==> src/rtl/hwt_pkg.sv <==
`default_nettype none
package hwt_pkg;

    localparam int MAX_WORD_LEN   = 32;
    localparam int TAG_PREFIX_LEN = 8;

    localparam int WLEN_W  = $clog2(MAX_WORD_LEN + 2);
    localparam int WADDR_W = (MAX_WORD_LEN > 1) ? $clog2(MAX_WORD_LEN) : 1;
    localparam int TCNT_W  = $clog2(TAG_PREFIX_LEN + 1);
    localparam int TIDX_W  = $clog2(TAG_PREFIX_LEN);

    localparam int CFG_IDX_W  = 2;
    localparam int CFG_DATA_W = 32;
    localparam int POS_W      = 32;
    localparam int DOC_W      = 32;
    localparam int STY_W      = 4;
    localparam int CHAR_W     = 8;
    localparam int TDATA_IN_W  = 8;
    localparam int TDATA_OUT_W = CHAR_W + POS_W + DOC_W;

    localparam logic [CFG_IDX_W-1:0] CFG_DOC_ID       = 2'd0;
    localparam logic [CFG_IDX_W-1:0] CFG_START_OFFSET = 2'd1;
    localparam logic [CFG_IDX_W-1:0] CFG_URL_MODE     = 2'd2;

    localparam logic [STY_W-1:0] STY_TITLE = 4'b0001;
    localparam logic [STY_W-1:0] STY_BOLD  = 4'b0010;
    localparam logic [STY_W-1:0] STY_HEAD  = 4'b0100;
    localparam logic [STY_W-1:0] STY_ITAL  = 4'b1000;

    localparam logic [CHAR_W-1:0] CH_LT    = 8'h3C;
    localparam logic [CHAR_W-1:0] CH_GT    = 8'h3E;
    localparam logic [CHAR_W-1:0] CH_SLASH = 8'h2F;
    localparam logic [CHAR_W-1:0] CH_SPACE = 8'h20;

    typedef struct packed {
        logic              valid;
        logic [WLEN_W-1:0] len;
        logic [POS_W-1:0]  pos;
        logic [DOC_W-1:0]  doc;
        logic [STY_W-1:0]  sty;
    } t_flush;

    typedef struct packed {
        logic               we;
        logic [WADDR_W-1:0] addr;
        logic [CHAR_W-1:0]  data;
    } t_wr;

    typedef struct packed {
        logic             script;
        logic             closing;
        logic [STY_W-1:0] bits;
    } t_tag_act;

    function automatic logic is_alnum(input logic [CHAR_W-1:0] c);
        return (c >= "0" && c <= "9") || (c >= "a" && c <= "z") || (c >= "A" && c <= "Z");
    endfunction

    function automatic logic is_ws(input logic [CHAR_W-1:0] c);
        return (c == CH_SPACE) || (c >= 8'd9 && c <= 8'd13);
    endfunction

    function automatic logic [CHAR_W-1:0] fold(input logic [CHAR_W-1:0] c);
        return (c >= "A" && c <= "Z") ? c + 8'd32 : c;
    endfunction

    // Decode the kept tag prefix; entries at or past cnt read as a space.
    function automatic t_tag_act decode_tag(
        input logic [TAG_PREFIX_LEN-1:0][CHAR_W-1:0] pfx,
        input logic [TCNT_W-1:0]                     cnt
    );
        logic [TAG_PREFIX_LEN-1:0][CHAR_W-1:0] t;
        logic [6:0][CHAR_W-1:0]                u;
        logic [CHAR_W-1:0]                     c;
        t_tag_act                              a;
        for (int k = 0; k < TAG_PREFIX_LEN; k++) begin
            t[k] = (TCNT_W'(k) < cnt) ? pfx[k] : CH_SPACE;
        end
        a = '0;
        a.closing = (t[0] == CH_SLASH);
        for (int k = 0; k < 7; k++) begin
            u[k] = a.closing ? t[k+1] : t[k];
        end
        c = fold(u[0]);
        if (c == "b" && is_ws(u[1])) begin
            a.bits = STY_BOLD;
        end else if (c == "i" && is_ws(u[1])) begin
            a.bits = STY_ITAL;
        end else if (c == "e" && fold(u[1]) == "m" && is_ws(u[2])) begin
            a.bits = STY_ITAL;
        end else if (c == "h" && u[1] >= "1" && u[1] <= "6" && is_ws(u[2])) begin
            a.bits = STY_HEAD;
        end else if (c == "t" && {fold(u[1]), fold(u[2]), fold(u[3]), fold(u[4])} == "itle"
                     && is_ws(u[5])) begin
            a.bits = STY_TITLE;
        end else if (c == "s" && is_ws(u[6]) &&
                     {fold(u[1]), fold(u[2]), fold(u[3]), fold(u[4]), fold(u[5])} == "trong") begin
            a.bits = STY_BOLD;
        end else if (c == "s" && is_ws(u[6]) &&
                     {fold(u[1]), fold(u[2]), fold(u[3]), fold(u[4]), fold(u[5])} == "cript") begin
            a.script = 1'b1;
        end
        return a;
    endfunction

endpackage
`default_nettype wire

==> src/rtl/hwt_ram.sv <==
`default_nettype none
module hwt_ram #(
    parameter int WIDTH = 8,
    parameter int DEPTH = 32,
    parameter int AW    = (DEPTH > 1) ? $clog2(DEPTH) : 1
) (
    input  wire logic             i_clk,
    input  wire logic             i_we,
    input  wire logic [AW-1:0]    i_waddr,
    input  wire logic [WIDTH-1:0] i_wdata,
    input  wire logic [AW-1:0]    i_raddr,
    output logic      [WIDTH-1:0] o_rdata
);

    logic [WIDTH-1:0] r_mem [DEPTH];

    always_ff @(posedge i_clk) begin
        if (i_we) begin
            r_mem[i_waddr] <= i_wdata;
        end
        o_rdata <= r_mem[i_raddr];
    end

endmodule
`default_nettype wire

==> src/rtl/hwt_scan.sv <==
`default_nettype none
module hwt_scan (
    input  wire logic                             i_clk,
    input  wire logic                             i_rst_n,
    input  wire logic                             i_cfg_we,
    input  wire logic [hwt_pkg::CFG_IDX_W-1:0]    i_cfg_idx,
    input  wire logic [hwt_pkg::CFG_DATA_W-1:0]   i_cfg_data,
    input  wire logic                             i_acc,
    input  wire logic [hwt_pkg::CHAR_W-1:0]       i_byte,
    input  wire logic                             i_final,
    output hwt_pkg::t_flush                       o_flush,
    output hwt_pkg::t_wr                          o_wr
);
    import hwt_pkg::*;

    logic [DOC_W-1:0]  r_doc_id;
    logic [POS_W-1:0]  r_start_off;
    logic              r_url;

    logic [WLEN_W-1:0] r_len,    n_len;
    logic [POS_W-1:0]  r_start,  n_start;
    logic [POS_W-1:0]  r_bc,     n_bc;
    logic [TCNT_W-1:0] r_cnt,    n_cnt;
    logic              r_tag,    n_tag;
    logic              r_script, n_script;
    logic [STY_W-1:0]  r_style,  n_style;
    logic [TAG_PREFIX_LEN-1:0][CHAR_W-1:0] r_pfx, n_pfx;

    logic              w_alnum;
    logic              w_take;
    logic              w_pfx_room;
    logic [WLEN_W-1:0] w_len_upd;
    logic [POS_W-1:0]  w_start_upd;
    logic [WLEN_W-1:0] w_flen;
    t_tag_act          w_act;

    assign w_alnum    = is_alnum(i_byte);
    assign w_take     = w_alnum && (r_url || (!r_tag && !r_script));
    assign w_pfx_room = r_tag && (r_cnt < TCNT_W'(TAG_PREFIX_LEN));
    // length saturates one past the limit so an overlong word is dropped
    assign w_len_upd  = (w_take && r_len <= WLEN_W'(MAX_WORD_LEN)) ? r_len + WLEN_W'(1) : r_len;
    assign w_start_upd = (w_take && r_len == '0) ? r_bc : r_start;
    assign w_flen     = w_alnum ? w_len_upd : r_len;
    assign w_act      = decode_tag(r_pfx, r_cnt);

    // A word is emitted on a separator, or on the final byte of the document.
    assign o_flush.valid = i_acc && (!w_alnum || i_final) && (w_flen != '0)
                           && (w_flen <= WLEN_W'(MAX_WORD_LEN));
    assign o_flush.len   = w_flen;
    assign o_flush.pos   = r_url ? '0 : r_start_off + w_start_upd;
    assign o_flush.doc   = r_doc_id;
    assign o_flush.sty   = r_url ? '0 : r_style;

    assign o_wr.we   = i_acc && w_take && (r_len < WLEN_W'(MAX_WORD_LEN));
    assign o_wr.addr = r_len[WADDR_W-1:0];
    assign o_wr.data = fold(i_byte);

    always_comb begin
        n_len    = r_len;
        n_start  = r_start;
        n_bc     = r_bc;
        n_cnt    = r_cnt;
        n_tag    = r_tag;
        n_script = r_script;
        n_style  = r_style;
        n_pfx    = r_pfx;
        if (i_acc) begin
            if (w_alnum) begin
                n_len   = w_len_upd;
                n_start = w_start_upd;
                if (!w_take && w_pfx_room) begin
                    n_pfx[r_cnt[TIDX_W-1:0]] = i_byte;
                    n_cnt = r_cnt + TCNT_W'(1);
                end
            end else begin
                n_len = '0;
                if (!r_url) begin
                    if (i_byte == CH_LT) begin
                        n_tag = 1'b1;
                        n_cnt = '0;
                    end else if (i_byte == CH_GT) begin
                        if (r_tag) begin
                            n_tag = 1'b0;
                            if (w_act.script) begin
                                n_script = !w_act.closing;
                            end else if (w_act.closing) begin
                                n_style = r_style & ~w_act.bits;
                            end else begin
                                n_style = r_style | w_act.bits;
                            end
                        end
                    end else if (w_pfx_room) begin
                        n_pfx[r_cnt[TIDX_W-1:0]] = i_byte;
                        n_cnt = r_cnt + TCNT_W'(1);
                    end
                end
            end
            n_bc = r_bc + POS_W'(1);
            if (i_final) begin
                n_len    = '0;
                n_start  = '0;
                n_bc     = '0;
                n_cnt    = '0;
                n_tag    = 1'b0;
                n_script = 1'b0;
                n_style  = '0;
            end
        end
    end

    always_ff @(posedge i_clk) begin
        if (!i_rst_n) begin
            r_doc_id    <= '0;
            r_start_off <= '0;
            r_url       <= 1'b0;
            r_len       <= '0;
            r_start     <= '0;
            r_bc        <= '0;
            r_cnt       <= '0;
            r_tag       <= 1'b0;
            r_script    <= 1'b0;
            r_style     <= '0;
        end else begin
            r_len    <= n_len;
            r_start  <= n_start;
            r_bc     <= n_bc;
            r_cnt    <= n_cnt;
            r_tag    <= n_tag;
            r_script <= n_script;
            r_style  <= n_style;
            if (i_cfg_we) begin
                unique case (i_cfg_idx)
                    CFG_DOC_ID:       r_doc_id    <= i_cfg_data[DOC_W-1:0];
                    CFG_START_OFFSET: r_start_off <= i_cfg_data[POS_W-1:0];
                    CFG_URL_MODE:     r_url       <= i_cfg_data[0];
                    default: ;
                endcase
            end
        end
    end

    always_ff @(posedge i_clk) begin
        r_pfx <= n_pfx;
    end

endmodule
`default_nettype wire

==> src/rtl/hwt_emit.sv <==
`default_nettype none
module hwt_emit (
    input  wire logic                          i_clk,
    input  wire logic                          i_rst_n,
    input  wire hwt_pkg::t_flush               i_flush,
    input  wire logic [hwt_pkg::CHAR_W-1:0]    i_rd_data,
    output logic      [hwt_pkg::WADDR_W-1:0]   o_rd_addr,
    output logic                               o_in_ready,
    input  wire logic                          i_out_ready,
    output logic                               o_out_valid,
    output logic      [hwt_pkg::CHAR_W-1:0]    o_char,
    output logic      [hwt_pkg::POS_W-1:0]     o_pos,
    output logic      [hwt_pkg::DOC_W-1:0]     o_doc,
    output logic      [hwt_pkg::STY_W-1:0]     o_sty,
    output logic                               o_last
);
    import hwt_pkg::*;

    localparam logic [1:0] ST_IDLE  = 2'd0;
    localparam logic [1:0] ST_PRIME = 2'd1;
    localparam logic [1:0] ST_EMIT  = 2'd2;

    logic [1:0]         r_state, n_state;
    logic [WADDR_W-1:0] r_idx,   n_idx;
    logic [WLEN_W-1:0]  r_len;
    logic [POS_W-1:0]   r_pos;
    logic [DOC_W-1:0]   r_doc;
    logic [STY_W-1:0]   r_sty;
    logic               r_ovalid;

    logic w_ld;
    logic w_last;

    // output stage is free or being drained this cycle
    assign w_ld   = (r_state == ST_EMIT) && (!r_ovalid || i_out_ready);
    assign w_last = (WLEN_W'(r_idx) + WLEN_W'(1)) == r_len;

    // RAM read runs one entry ahead of the output stage
    assign o_rd_addr   = (w_ld && !w_last) ? r_idx + WADDR_W'(1) : r_idx;
    assign o_in_ready  = (r_state == ST_IDLE);
    assign o_out_valid = r_ovalid;

    always_comb begin
        n_state = r_state;
        n_idx   = r_idx;
        unique case (r_state)
            ST_IDLE: begin
                if (i_flush.valid) begin
                    n_state = ST_PRIME;
                    n_idx   = '0;
                end
            end
            ST_PRIME: n_state = ST_EMIT;
            ST_EMIT: begin
                if (w_ld) begin
                    if (w_last) begin
                        n_state = ST_IDLE;
                    end else begin
                        n_idx = r_idx + WADDR_W'(1);
                    end
                end
            end
            default: n_state = ST_IDLE;
        endcase
    end

    always_ff @(posedge i_clk) begin
        if (!i_rst_n) begin
            r_state  <= ST_IDLE;
            r_idx    <= '0;
            r_ovalid <= 1'b0;
        end else begin
            r_state <= n_state;
            r_idx   <= n_idx;
            if (w_ld) begin
                r_ovalid <= 1'b1;
            end else if (i_out_ready) begin
                r_ovalid <= 1'b0;
            end
        end
    end

    always_ff @(posedge i_clk) begin
        if (r_state == ST_IDLE && i_flush.valid) begin
            r_len <= i_flush.len;
            r_pos <= i_flush.pos;
            r_doc <= i_flush.doc;
            r_sty <= i_flush.sty;
        end
        if (w_ld) begin
            o_char <= i_rd_data;
            o_pos  <= r_pos;
            o_doc  <= r_doc;
            o_sty  <= r_sty;
            o_last <= w_last;
        end
    end

endmodule
`default_nettype wire

==> src/rtl/html_word_tokenizer.sv <==
`default_nettype none
// Splits a document body (or a URL) into lower-cased words of ASCII letters and
// digits, one input byte per item, skipping markup inside tags and script
// sections and tracking bold/italic/heading/title from the tags it sees. Each
// kept word leaves as one item per character carrying the word's position,
// the document number and the style bits, with tlast on its last character;
// words longer than MAX_WORD_LEN are dropped. A byte that ends no word leaves
// s_axis_tready high. A byte that ends a kept word holds s_axis_tready low
// while the word goes out: the word buffer's registered read port is primed
// first, then one character per cycle moves into the output register unless
// m_axis_tready stalls. The next byte can be taken while the last character
// still waits in the output register. The user is to write configuration
// only while no byte is in flight; the block itself does not enforce it.
module html_word_tokenizer (
    input  wire logic                               i_clk,
    input  wire logic                               i_rst_n,
    input  wire logic                               i_cfg_we,
    input  wire logic [hwt_pkg::CFG_IDX_W-1:0]      i_cfg_idx,
    input  wire logic [hwt_pkg::CFG_DATA_W-1:0]     i_cfg_data,
    input  wire logic                               s_axis_tvalid,
    output logic                                    s_axis_tready,
    input  wire logic [hwt_pkg::TDATA_IN_W-1:0]     s_axis_tdata,  // [7:0] in_byte
    input  wire logic                               s_axis_tlast,  // is_final
    output logic                                    m_axis_tvalid,
    input  wire logic                               m_axis_tready,
    // [7:0] word_char, [39:8] word_position, [71:40] doc_number
    output logic      [hwt_pkg::TDATA_OUT_W-1:0]    m_axis_tdata,
    output logic      [hwt_pkg::STY_W-1:0]          m_axis_tuser,  // [3:0] style_bits
    output logic                                    m_axis_tlast   // word_end
);
    import hwt_pkg::*;

    t_flush             w_flush;
    t_wr                w_wr;
    logic               w_acc;
    logic [WADDR_W-1:0] w_rd_addr;
    logic [CHAR_W-1:0]  w_rd_data;
    logic [CHAR_W-1:0]  w_char;
    logic [POS_W-1:0]   w_pos;
    logic [DOC_W-1:0]   w_doc;

    assign w_acc        = s_axis_tvalid && s_axis_tready;
    assign m_axis_tdata = {w_doc, w_pos, w_char};

    hwt_scan u_scan (
        .i_clk      (i_clk),
        .i_rst_n    (i_rst_n),
        .i_cfg_we   (i_cfg_we),
        .i_cfg_idx  (i_cfg_idx),
        .i_cfg_data (i_cfg_data),
        .i_acc      (w_acc),
        .i_byte     (s_axis_tdata[CHAR_W-1:0]),
        .i_final    (s_axis_tlast),
        .o_flush    (w_flush),
        .o_wr       (w_wr)
    );

    hwt_ram #(
        .WIDTH (CHAR_W),
        .DEPTH (MAX_WORD_LEN),
        .AW    (WADDR_W)
    ) u_word_ram (
        .i_clk   (i_clk),
        .i_we    (w_wr.we),
        .i_waddr (w_wr.addr),
        .i_wdata (w_wr.data),
        .i_raddr (w_rd_addr),
        .o_rdata (w_rd_data)
    );

    hwt_emit u_emit (
        .i_clk       (i_clk),
        .i_rst_n     (i_rst_n),
        .i_flush     (w_flush),
        .i_rd_data   (w_rd_data),
        .o_rd_addr   (w_rd_addr),
        .o_in_ready  (s_axis_tready),
        .i_out_ready (m_axis_tready),
        .o_out_valid (m_axis_tvalid),
        .o_char      (w_char),
        .o_pos       (w_pos),
        .o_doc       (w_doc),
        .o_sty       (m_axis_tuser),
        .o_last      (m_axis_tlast)
    );

endmodule
`default_nettype wire

==> config.mk <==
export PLATFORM = sky130hd
export DESIGN_NAME = html_word_tokenizer
export DESIGN_NICKNAME = d
export VERILOG_FILES = /design/src/rtl/hwt_pkg.sv /design/src/rtl/hwt_ram.sv /design/src/rtl/hwt_scan.sv /design/src/rtl/hwt_emit.sv /design/src/rtl/html_word_tokenizer.sv
export SDC_FILE = /design/constraint.sdc
export NUM_CORES = 1
export LEC_CHECK = 0
export BUFFER_PORTS_ARGS = -buffer_cell sky130_fd_sc_hd__clkbuf_2
export CAP_MARGIN = 20
export CORE_ASPECT_RATIO = 1.75
export CORE_MARGIN = 2
export CORE_UTILIZATION = 57
export DETAILED_ROUTE_END_ITERATION = 10
export HOLD_SLACK_MARGIN = 0.06
export MAX_ROUTING_LAYER = met4
export PLACE_DENSITY = 0.76
export SYNTH_ARGS = -nofsm -noshare
export SYNTH_HDL_FRONTEND = slang
export SYNTH_SLANG_ARGS = --single-unit
==> constraint.sdc <==
create_clock -name i_clk -period 15.82 [get_ports i_clk]
set_input_delay 1.582 -clock i_clk [delete_from_list [all_inputs] [get_ports i_clk]]
set_output_delay 1.582 -clock i_clk [all_outputs]
set_load 0.02 [all_outputs]
==> flow_metrics.env, run 1 <==
export IMPL_run_status="complete, no violations"
export IMPL_powerDensity_nw_per_um2=106
export IMPL_core_region_area_um2=48500
export IMPL_layout_worst_path_cycle_share_pct=43.2
export IMPL_viasPerCell=6.23
export IMPL_number_of_antenna_violations_at_the_first_check_in_global_routing=0
export IMPL_syn_inst=2414
export IMPL_die_height_um=296
export IMPL_final_wirelength_um=73900
export IMPL_fmaxAchievable_ghz=0.146
export IMPL_power_ir_vdd_worst_mv=0.104
export IMPL_tritoncts_num_buffers=53
export IMPL_max_slew_worst_pin_slew_ns=1.03
export IMPL_commonest_cells_after_routing_fill_and_taps_aside="sky130_fd_sc_hd__edfxtp_1 (471), sky130_fd_sc_hd__nand2_1 (438), sky130_fd_sc_hd__dfxtp_1 (160)"
export IMPL_min_path_cells=0
export IMPL_cpPeakStageDelay_ns=0.77
export IMPL_postCtsSetupBuffers=0
export IMPL_number_of_synthesized_register_bits=632
export IMPL_final_nets=2594
export IMPL_worst_r2r_path_depth=15
export IMPL_cts_hold_buffers_added=0
export IMPL_post_route_cells_drive_above_1_share_pct=12.5
export IMPL_synth_cell_area_um2=27800
export IMPL_cap_violations=0
export IMPL_slew_limit_headroom_pct=30.8
export IMPL_worst_r2r_endpoint="u_scan.r_style[3]"
export IMPL_dieArea_um2=50700
export IMPL_drt_drc_violations_left=0
export IMPL_dp_hpwl_um=50300
export IMPL_worst_setup_hold_path_clk_slew_ns=0.07
export IMPL_placement_rows=107
export IMPL_number_of_global_route_vias_before_repair=20300
export IMPL_num_ports=127
export IMPL_worst_hold_path_ep="u_emit.o_char[6]"
export IMPL_cts_resized_gates=0
export IMPL_timing_worst_setup_path_type="input pin to register"
export IMPL_drt_wirelength_per_cell_um=23.1
export IMPL_setup_repair_after_global_routing_missed_its_margin="false"
export IMPL_critical_path_peak_fanout=46
export IMPL_initialDrtViolationCount=1710
export IMPL_worst_r2r_setup_slack_ns=10.38
export IMPL_fin_worst_skew_ns=0.0236
export IMPL_area_growth_syn_to_layout_pct=11.0
export IMPL_cts_sinks=632
export IMPL_first_pass_iters=6
export IMPL_floorplan_die_width_um=171
export IMPL_synth_area_per_cell_um2=11.5
export IMPL_crit_chain="clkbuf_2 -> buf_4 -> nor4bb_1 -> nand4_1 -> a311oi_1 -> a31o_2 -> nand4bb_2 -> buf_4 -> mux2_2 -> ha_1 -> fa_1 -> a211o_1 -> a21oi_1 -> o211ai_1 -> nand4_1 -> a211oi_1 -> o31ai_1 -> a21boi_0 -> nand3b_1 -> o211ai_1"
export IMPL_vias=19900
export IMPL_setup_violations_final=0
export IMPL_regToRegStartpoint="u_scan.r_cnt[1]"
export IMPL_tritoncts="yes"
export IMPL_grt_pass1_wl_um=112000
export IMPL_numPortBuffers=126
export IMPL_final_max_slew_viols=0
export IMPL_asyncSetResetFlopFracSynth_pct=0
export IMPL_postSynth_topFlopCell="sky130_fd_sc_hd__edfxtp_1"
export IMPL_fin_area_um2=30900
export IMPL_period_minus_slack_ns=6.83
export IMPL_synthesis_nets=2511
export IMPL_final_antenna_net_count=0
export IMPL_globalRouteOverflowTotal=0
export IMPL_place_gp_congestion=0.938
export IMPL_cts_max_level=2
export IMPL_setup_total_negative_slack_ns=0
export IMPL_place_area_um2=29100
export IMPL_track_usage_pct=30.0
export IMPL_leakagePower_nw=10.6
export IMPL_worst_hold_path_type="register to register"
export IMPL_worst_setup_path_start_kind="input pin"
export IMPL_synth_warnings=0
export IMPL_yosysSeqAreaShare_pct=62.4
export IMPL_initial_core_util_pct=57.4
export IMPL_layout_cells_most_common="sky130_fd_sc_hd__edfxtp_1"
export IMPL_grt_start_max_net_pins=102
export IMPL_critPathSlowestCell="sky130_fd_sc_hd__nor4bb_1"
export IMPL_clock_tree_root_cell="sky130_fd_sc_hd__clkbuf_16"
export IMPL_cp_required_ns=16.17
export IMPL_synth_enable_flop_cells=471
export IMPL_diodes=0
export IMPL_report_final_hold_viol_count=0
export IMPL_min_from="u_word_ram.o_rdata[6]"
export IMPL_clock_tree_buffer_depth=3
export IMPL_insertion_delay_ns=0.62
export IMPL_worst_setup_path_end_kind="register"
export IMPL_synthDistinctLibCells=90
export IMPL_critical_path_arrival_ns=7.18
## cells in the mapped netlist, types with 16 or more instances
master,number,area [um2]
sky130_fd_sc_hd__a21boi_0,75,563
sky130_fd_sc_hd__xor2_1,32,280
sky130_fd_sc_hd__a21oi_1,53,265
sky130_fd_sc_hd__and3_1,19,119
sky130_fd_sc_hd__ha_1,48,601
sky130_fd_sc_hd__nand3_1,130,651
sky130_fd_sc_hd__clkbuf_1,96,360
sky130_fd_sc_hd__a32oi_1,25,219
sky130_fd_sc_hd__nand2_1,438,1640
sky130_fd_sc_hd__edfxtp_1,471,14100
sky130_fd_sc_hd__nor2_1,153,574
sky130_fd_sc_hd__xnor2_1,29,254
sky130_fd_sc_hd__a22oi_1,34,255
sky130_fd_sc_hd__o21ai_0,65,325
sky130_fd_sc_hd__nand4_1,32,200
sky130_fd_sc_hd__buf_2,17,85.1
sky130_fd_sc_hd__mux2i_1,31,310
sky130_fd_sc_hd__mux2_2,39,439
sky130_fd_sc_hd__nor2b_1,51,319
sky130_fd_sc_hd__nand2b_1,21,131
sky130_fd_sc_hd__a31oi_1,30,188
sky130_fd_sc_hd__a211oi_1,18,135
sky130_fd_sc_hd__dfxtp_1,161,3220
sky130_fd_sc_hd__a21o_1,24,180
sky130_fd_sc_hd__inv_1,33,124
sky130_fd_sc_hd__nor4_1,16,100
sky130_fd_sc_hd__nor3_1,32,160
## worst max path at each step
| stage | start | slack (ns) | end | cells after the start |
|---|---|---|---|---|
| 4_1_cts | s_axis_tdata[3] | 9.20 | u_emit.r_pos[30] | 20 |
| 3_5_place_dp | s_axis_tdata[3] | 8.56 | u_emit.r_pos[30] | 20 |
| 3_3_place_gp | s_axis_tdata[3] | 8.88 | u_emit.r_pos[30] | 20 |
| 2_1_floorplan | s_axis_tdata[2] | 6.09 | u_emit.r_idx[1] | 10 |
| 5_1_grt | s_axis_tdata[3] | 8.64 | u_emit.r_pos[30] | 19 |
| 6_report | s_axis_tdata[3] | 8.99 | u_emit.r_pos[30] | 20 |
## flip-flops by register name, indices dropped and copies added, names as in the netlist, 2 cells and up
name,flops
u_emit.o_char,8
u_emit.r_sty,4
u_emit.o_sty,4
u_emit.r_pos,32
u_scan.r_start,32
u_scan.r_start_off,32
u_scan.r_cnt,4
u_scan.r_len,6
u_emit.o_doc,32
u_word_ram.o_rdata,8
u_emit.r_len,6
u_emit.o_pos,32
u_emit.r_doc,32
u_scan.r_bc,32
u_emit.r_state,2
u_word_ram.r_mem,256
u_scan.r_doc_id,32
u_emit.r_idx,5
u_scan.r_style,4
u_scan.r_pfx,64
## stage by stage
step                      hold slack [ns]  utilization, %  instances  total power, W  worst slack [ns]
after floorplan                     0.386               -       2414         0.00194              6.09
after global placement              0.392            60.0       3092         0.00200              8.88
after detailed placement            0.392            60.0       3092         0.00200              8.56
after CTS                           0.408            63.6       3190         0.00330              9.20
after global routing                0.412            63.7       3194         0.00337              8.64
final                               0.408            63.7       3194         0.00329              8.99
## cells by family (layout without fill, tap and decap cells)
family	Yosys count	count (layout)	synth area share, %
and+or+nand+nor	986	986	16.6
DFF	632	632	62.4
AOI/OAI and AO/OA	451	451	11.6
buffers and inverters	163	289	2.37
muxes	71	71	2.75
xor gates and xnor gates	62	62	2.00
adders and majority gates	49	49	2.23
## layer usage
metal / global-route usage (%) / vias to the layer above / share of wire [%]
met4: 17.7 / 0 / 6.7
met3: 3.43 / 263 / 5.3
met5: - / - / 0
met1: 30.8 / 9733 / 34
met2: 54.7 / 807 / 54
li1: - / 9080 / -
## layout make-up
type,count,area [um2]
fill,3837,17600
sequential,632,17400
multi-input combinational,1619,9910
clock buffer,71,1490
timing repair buffer,158,916
tap,654,818
clock inverter,27,262
inverter,33,124
## worst max-delay path: cells and delay by family
| kind | cells | cell delay [ns] |
|---|---|---|
| AO/OA/AOI/OAI | 9 | 2.16 |
| adder cells (fa/ha/maj) | 2 | 0.64 |
| buffers and inverters | 3 | 0.78 |
| multiplexers | 1 | 0.34 |
| AND/OR/NAND/NOR | 5 | 1.59 |
## where the power goes
part | switching, W | internal, W | total (W)
sequential | 0.0000124 | 0.00181 | 0.00182
clock | 0.000615 | 0.000704 | 0.00132
combinational | 0.000108 | 0.0000428 | 0.000151
Note: power is estimated with default switching activity, not from simulation.
==> run 2: changes to the inputs <==
ABC_AREA = 1   (was unset)
CORE_UTILIZATION = 56   (was 57)
PLACE_DENSITY = 0.77   (was 0.76)
clock period = 6.17 ns   (was 15.82 ns; I/O delays follow)
==> flow_metrics.env, run 2 <==
export IMPL_run_status="complete, no violations"
export IMPL_fmaxAchievable_ghz=0.197
export IMPL_period_minus_slack_ns=5.09
export IMPL_cp_required_ns=6.52
export IMPL_initialDrtViolationCount=1772
export IMPL_dp_hpwl_um=48500
export IMPL_worst_setup_hold_path_clk_slew_ns=0.07
export IMPL_grt_start_max_net_pins=69
export IMPL_netlist_top_cell_by_area="sky130_fd_sc_hd__edfxtp_1"
export IMPL_place_gp_congestion=0.966
export IMPL_track_usage_pct=27.8
export IMPL_postSynth_topFlopCell="sky130_fd_sc_hd__edfxtp_1"
export IMPL_powerDensity_nw_per_um2=317
export IMPL_holdWs_ns=0.261
export IMPL_layout_cells_most_common="sky130_fd_sc_hd__nand2_1"
export IMPL_final_wirelength_um=71000
export IMPL_tritoncts_num_buffers=53
export IMPL_synthDistinctLibCells=54
export IMPL_seqPwrFrac_pct=49.8
export IMPL_regToRegStartpoint="u_scan.r_len[2]"
export IMPL_slew_limit_headroom_pct=26.6
export IMPL_worst_setup_path_start_kind="input pin"
export IMPL_die_height_um=300
export IMPL_timing_worst_setup_path_type="input pin to register"
export IMPL_final_antenna_net_count=0
export IMPL_timing_critical_path_mode_cell="sky130_fd_sc_hd__nand2_1"
export IMPL_dieArea_um2=51900
export IMPL_fin_worst_skew_ns=0.0282
export IMPL_postCtsSetupBuffers=0
export IMPL_vias=20900
export IMPL_clock_tree_buffer_depth=3
export IMPL_largest_register="u_word_ram.r_mem"
export IMPL_final_nets=3102
export IMPL_layout_worst_path_cycle_share_pct=82.5
export IMPL_post_synth_top_count_cell="sky130_fd_sc_hd__nand2_1"
export IMPL_syn_inst=2897
export IMPL_cts_sinks=632
export IMPL_cts_resized_gates=0
export IMPL_clock_tree_root_cell="sky130_fd_sc_hd__clkbuf_16"
export IMPL_number_of_global_route_vias_before_repair=20700
export IMPL_numPortBuffers=126
export IMPL_power_clock_fraction_pct=35.0
export IMPL_cts_max_level=2
export IMPL_place_ws_ns=0.586
export IMPL_floorplan_die_width_um=173
export IMPL_final_setup_worst_slack_ns=1.08
export IMPL_max_slew_worst_pin_slew_ns=1.10
export IMPL_drt_met1_wl_um=25200
export IMPL_switchingPower_w=0.00271
export IMPL_number_of_antenna_violations_at_the_first_check_in_global_routing=2
export IMPL_place_area_um2=29300
export IMPL_globalRouteOverflowTotal=0
export IMPL_internal_power_w=0.00716
export IMPL_leakagePower_nw=12.4
export IMPL_fin_area_um2=31200
export IMPL_worst_r2r_setup_slack_ns=1.51
export IMPL_wl_met3_um=3240
export IMPL_synthesis_nets=2994
export IMPL_critical_path_arrival_ns=5.43
export IMPL_netlist_top_cells_area="sky130_fd_sc_hd__edfxtp_1 (51%), sky130_fd_sc_hd__dfxtp_1 (12%), sky130_fd_sc_hd__o21ai_0 (7.0%)"
export IMPL_synth_enable_flop_cells=471
export IMPL_cts_hold_buffers_added=0
export IMPL_core_region_area_um2=49500
export IMPL_worst_setup_path_end_kind="register"
export IMPL_reg_largest_list="u_word_ram.r_mem: 256 flops, u_scan.r_pfx: 64 flops"
export IMPL_number_of_synthesized_register_bits=632
export IMPL_top_layer="met4"
export IMPL_crit_path_launch="s_axis_tdata[6]"
export IMPL_diodes=0
export IMPL_report_final_hold_viol_count=0
export IMPL_placement_rows=108
export IMPL_grt_pass1_wl_um=110000
export IMPL_critPathSlowestCell="sky130_fd_sc_hd__a21oi_1"
export IMPL_power_ir_vdd_worst_mv=0.273
export IMPL_drt_drc_violations_left=0
export IMPL_power_switching_share_pct=27.5
export IMPL_viasPerCell=5.64
export IMPL_synth_top_cell_area_share_pct=50.5
export IMPL_area_growth_syn_to_layout_pct=11.2
export IMPL_cell_types_with_the_highest_counts_after_synthesis="sky130_fd_sc_hd__nand2_1 (520), sky130_fd_sc_hd__edfxtp_1 (471), sky130_fd_sc_hd__o21ai_0 (392)"
export IMPL_first_pass_iters=5
export IMPL_num_ports=127
export IMPL_comb_power_share_pct=15.3
export IMPL_cap_violations=0
export IMPL_setup_repair_after_global_routing_missed_its_margin="false"
export IMPL_cpPeakStageDelay_ns=0.47
export IMPL_final_max_slew_viols=0
export IMPL_utilization_pct=63.0
export IMPL_number_of_flip_flops_in_the_largest_register=256
export IMPL_min_from="i_cfg_data[20]"
export IMPL_worst_hold_path_type="input pin to register"
export IMPL_setup_total_negative_slack_ns=0
export IMPL_yosysSeqAreaShare_pct=62.0
export IMPL_synth_cell_area_um2=28000
export IMPL_post_route_cells_drive_above_1_share_pct=10.1
export IMPL_worst_r2r_path_depth=20
export IMPL_critical_path_peak_fanout=28
export IMPL_commonest_cells_after_routing_fill_and_taps_aside="sky130_fd_sc_hd__nand2_1 (519), sky130_fd_sc_hd__edfxtp_1 (471), sky130_fd_sc_hd__o21ai_0 (392)"
export IMPL_synth_warnings=0
export IMPL_drt_wirelength_per_cell_um=19.1
export IMPL_asyncSetResetFlopFracSynth_pct=0
export IMPL_tritoncts="yes"
export IMPL_insertion_delay_ns=0.60
export IMPL_setup_violations_final=0
export IMPL_detailroute_wirelength_met2_um=38800
export IMPL_synth_area_per_cell_um2=9.67
export IMPL_min_path_cells=3
export IMPL_initial_core_util_pct=56.6
[run 2: routing by layer]
| metal | vias to the layer above | global-route usage (%) |
|---|---|---|
| li1 | 10100 | - |
| met1 | 9907 | 28.9 |
| met2 | 758 | 52.4 |
| met3 | 204 | 2.42 |
| met4 | 0 | 13.9 |
| met5 | - | - |
[run 2: kinds of logic after synthesis]
family | after synthesis | synth area share, %
adder cells (fa/ha/maj) | 49 | 2.22
flip-flops | 632 | 62.0
AND/OR/NAND/NOR | 1122 | 16.8
XOR/XNOR | 13 | 0.407
buffers and inverters | 435 | 6.21
AO/OA/AOI/OAI | 646 | 12.4
[run 2: final timing paths]
check                                 to
hold / removal    u_scan.r_start_off[20]
setup / recovery        u_emit.r_pos[30]
setup reg to reg        u_emit.r_pos[30]
hold reg to reg         u_emit.o_char[5]
[run 2: power by group through the flow]
| stage | logic [W] | registers, W | clock network [W] |
|---|---|---|---|
| 2_1_floorplan | 0.000956 | 0.00502 | 0 |
| 3_3_place_gp | 0.00143 | 0.00500 | 0 |
| 3_5_place_dp | 0.00148 | 0.00500 | 0 |
| 4_1_cts | 0.00149 | 0.00491 | 0.00347 |
| 5_1_grt | 0.00167 | 0.00493 | 0.00363 |
| 6_report | 0.00151 | 0.00491 | 0.00345 |
[run 2: per-stage QoR]
stage / power, W / instances
5_1_grt: 0.0102 / 3708
3_5_place_dp: 0.00648 / 3607
6_report: 0.00987 / 3708
3_3_place_gp: 0.00643 / 3606
4_1_cts: 0.00988 / 3705
2_1_floorplan: 0.00598 / 2897
[run 2: final cells by class]
class | instances | area [um2]
clock buffers | 58 | 1370
fillers | 4013 | 18300
flip-flops and latches | 632 | 17400
multi-input cells | 1830 | 8980
inverters | 325 | 1220
clock inverters | 40 | 433
repair buffers | 163 | 961
well taps | 660 | 826
[run 2: worst max-delay path, delay by kind of cell]
kind	cells	cell delay [ns]
compound gates	9	2.03
simple gates	11	1.28
fa+ha+maj	2	0.64
buf+inv	5	0.86
==> run 3: changes to the inputs <==
ABC_AREA = 0   (was 1)
CORE_UTILIZATION = 57   (was 56)
PLACE_DENSITY = 0.76   (was 0.77)
clock period = 4.8 ns   (was 6.17 ns; I/O delays follow)
==> flow_metrics.env, run 3 (same netlist as run 1, synthesis figures left out) <==
export IMPL_worst_setup_path_endpoint="u_emit.r_pos[30]"
export IMPL_initial_core_util_pct=57.4
export IMPL_number_of_antenna_violations_at_the_first_check_in_global_routing=1
export IMPL_cts_hold_buffers_added=0
export IMPL_cts_max_level=2
export IMPL_setup_total_negative_slack_ns=0
export IMPL_layout_worst_path_cycle_share_pct=95.1
export IMPL_power_ir_vdd_worst_mv=0.338
export IMPL_final_wirelength_um=74600
export IMPL_fin_total_pwr_w=0.0109
export IMPL_crit_path_launch="u_scan.r_len[1]"
export IMPL_fmaxAchievable_ghz=0.219
export IMPL_tritoncts="yes"
export IMPL_cap_violations=0
export IMPL_largest_register="u_word_ram.r_mem"
export IMPL_globalRouteMet3Util_pct=3.54
export IMPL_critical_path_arrival_ns=4.90
export IMPL_area_growth_syn_to_layout_pct=15.1
export IMPL_regToRegStartpoint="u_scan.r_len[1]"
export IMPL_timing_worst_setup_path_type="register to register"
export IMPL_commonest_cells_after_routing_fill_and_taps_aside="sky130_fd_sc_hd__edfxtp_1 (471), sky130_fd_sc_hd__nand2_1 (438), sky130_fd_sc_hd__dfxtp_1 (159)"
export IMPL_final_antenna_net_count=0
export IMPL_dieArea_um2=50700
export IMPL_place_gp_congestion=1.00
export IMPL_tritoncts_num_buffers=52
export IMPL_report_final_hold_viol_count=0
export IMPL_core_region_area_um2=48500
export IMPL_final_max_slew_viols=0
export IMPL_number_of_flip_flops_in_the_largest_register=256
export IMPL_cts_resized_gates=0
export IMPL_reg_largest_list="u_word_ram.r_mem: 256 flops, u_scan.r_pfx: 64 flops"
export IMPL_first_pass_iters=5
export IMPL_clock_tree_buffer_depth=3
export IMPL_area_occupied_by_registers_um2=17400
export IMPL_worst_r2r_path_depth=17
export IMPL_final_nets=2728
export IMPL_postCtsSetupBuffers=0
export IMPL_critical_path_peak_fanout=5
export IMPL_setup_violations_final=0
export IMPL_globalRoute_busiestLayer="met2"
export IMPL_gr_layer_usage_met1_pct=32.1
export IMPL_numPortBuffers=126
export IMPL_setup_repair_after_global_routing_missed_its_margin="true"
export IMPL_grt_start_max_net_pins=70
export IMPL_worst_setup_path_start_kind="register"
export IMPL_drt_wirelength_per_cell_um=22.4
export IMPL_leakagePower_nw=11.3
export IMPL_globalRouteOverflowTotal=0
export IMPL_num_fill_cells=3704
export IMPL_die_height_um=296
export IMPL_fin_worst_skew_ns=0.0425
export IMPL_cts_sinks=632
export IMPL_num_ports=127
export IMPL_grt_pass1_wl_um=114000
export IMPL_dp_hpwl_um=52500
export IMPL_post_route_cells_drive_above_1_share_pct=17.2
export IMPL_worst_setup_hold_path_clk_slew_ns=0.07
export IMPL_track_usage_pct=30.4
export IMPL_worst_r2r_setup_slack_ns=0.24
export IMPL_number_of_global_route_vias_before_repair=20500
export IMPL_worst_r2r_endpoint="u_emit.r_pos[30]"
export IMPL_placement_rows=107
export IMPL_floorplan_die_width_um=171
export IMPL_worst_setup_path_end_kind="register"
export IMPL_run_status="complete, no violations"
export IMPL_insertion_delay_ns=0.62
export IMPL_period_minus_slack_ns=4.56
export IMPL_vias=20200
export IMPL_max_slew_worst_pin_slew_ns=1.00
export IMPL_cp_required_ns=5.13
export IMPL_initialDrtViolationCount=1767
export IMPL_slew_limit_headroom_pct=33.0
export IMPL_drt_drc_violations_left=0
export IMPL_multi_input_comb_area_um2=9960
export IMPL_worst_hold_path_type="input pin to register"
export IMPL_viasPerCell=6.07
export IMPL_globalRouteMet2Util_pct=55.5
export IMPL_layout_cells_most_common="sky130_fd_sc_hd__edfxtp_1"
export IMPL_clock_tree_root_cell="sky130_fd_sc_hd__clkbuf_16"
export IMPL_powerDensity_nw_per_um2=340
[run 3: changes by cell type in the layout (fill, tap and decap cells not counted), moves of 49 or more]
cell / previous run / this run
sky130_fd_sc_hd__a21boi_0: 4 / 74
sky130_fd_sc_hd__a21oi_1: 148 / 52
sky130_fd_sc_hd__buf_4: 32 / 158
sky130_fd_sc_hd__nor2_1: 333 / 151
sky130_fd_sc_hd__inv_1: 313 / 31
sky130_fd_sc_hd__o21ai_0: 392 / 65
sky130_fd_sc_hd__nor2b_1: 0 / 49
sky130_fd_sc_hd__nand2_1: 519 / 438
sky130_fd_sc_hd__nand3_1: 181 / 130
[run 3: metrics by stage]
stage | worst slack (ns) | instances | utilization, % | hold WS, ns | instance area (um2)
3_3_place_gp | -0.326 | 3226 | 62.2 | 0.387 | 30100
5_1_grt | -0.0410 | 3330 | 66.1 | 0.122 | 32000
6_report | 0.236 | 3330 | 66.1 | 0.118 | 32000
3_5_place_dp | -0.489 | 3227 | 62.2 | 0.393 | 30200
4_1_cts | 0.0745 | 3325 | 65.9 | 0.0981 | 31900
2_1_floorplan | 0.0127 | 2414 | - | 0.386 | 27900
[run 3: report_power, final]
group	switching (W)	internal (W)
Clock	0.00198	0.00238
Sequential	0.0000337	0.00595
Combinational	0.000366	0.000178
[run 3: worst min path at each step]
stage	startpoint	end	slack, ns	cells past startpoint
5_1_grt	i_cfg_data[1]	u_scan.r_doc_id[1]	0.12	3
6_report	i_cfg_data[26]	u_scan.r_doc_id[26]	0.12	3
2_1_floorplan	u_word_ram.o_rdata[0]	u_emit.o_char[0]	0.39	0
3_5_place_dp	u_word_ram.o_rdata[2]	u_emit.o_char[2]	0.39	0
4_1_cts	i_cfg_data[19]	u_scan.r_doc_id[19]	0.1	3
3_3_place_gp	u_word_ram.o_rdata[6]	u_emit.o_char[6]	0.39	0
[run 3: area by class of cell]
cell class / instances / area share, %
inverters: 33 / 0.387
flip-flops and latches: 632 / 54.2
multi-input cells: 1619 / 31.1
clock inverters: 21 / 0.750
well taps: 654 / 2.55
clock buffers: 77 / 4.74
repair buffers: 293 / 6.26
diodes: 1 / 0.00781
[run 3: routing by layer]
metal / part of all wire (%) / vias up
met5: 0 / -
met4: 5.5 / 0
met3: 4.8 / 193
met2: 54 / 731
met1: 36 / 9922
li1: - / 9364
[run 3: critical path, stage by stage, from the launching register on]
cell and delay, ns:
sky130_fd_sc_hd__dfxtp_1 0.32, sky130_fd_sc_hd__inv_2 0.09, sky130_fd_sc_hd__ha_1 0.19, sky130_fd_sc_hd__or4b_4 0.50
sky130_fd_sc_hd__nand4bb_4 0.31, sky130_fd_sc_hd__buf_4 0.20, sky130_fd_sc_hd__mux2_2 0.28, sky130_fd_sc_hd__ha_1 0.31
sky130_fd_sc_hd__a211o_1 0.15, sky130_fd_sc_hd__a21oi_1 0.07, sky130_fd_sc_hd__buf_4 0.14, sky130_fd_sc_hd__o211ai_1 0.46
sky130_fd_sc_hd__buf_4 0.20, sky130_fd_sc_hd__nand4_1 0.12, sky130_fd_sc_hd__a211oi_1 0.42, sky130_fd_sc_hd__o31ai_2 0.14
sky130_fd_sc_hd__a21boi_1 0.24, sky130_fd_sc_hd__o211ai_1 0.14
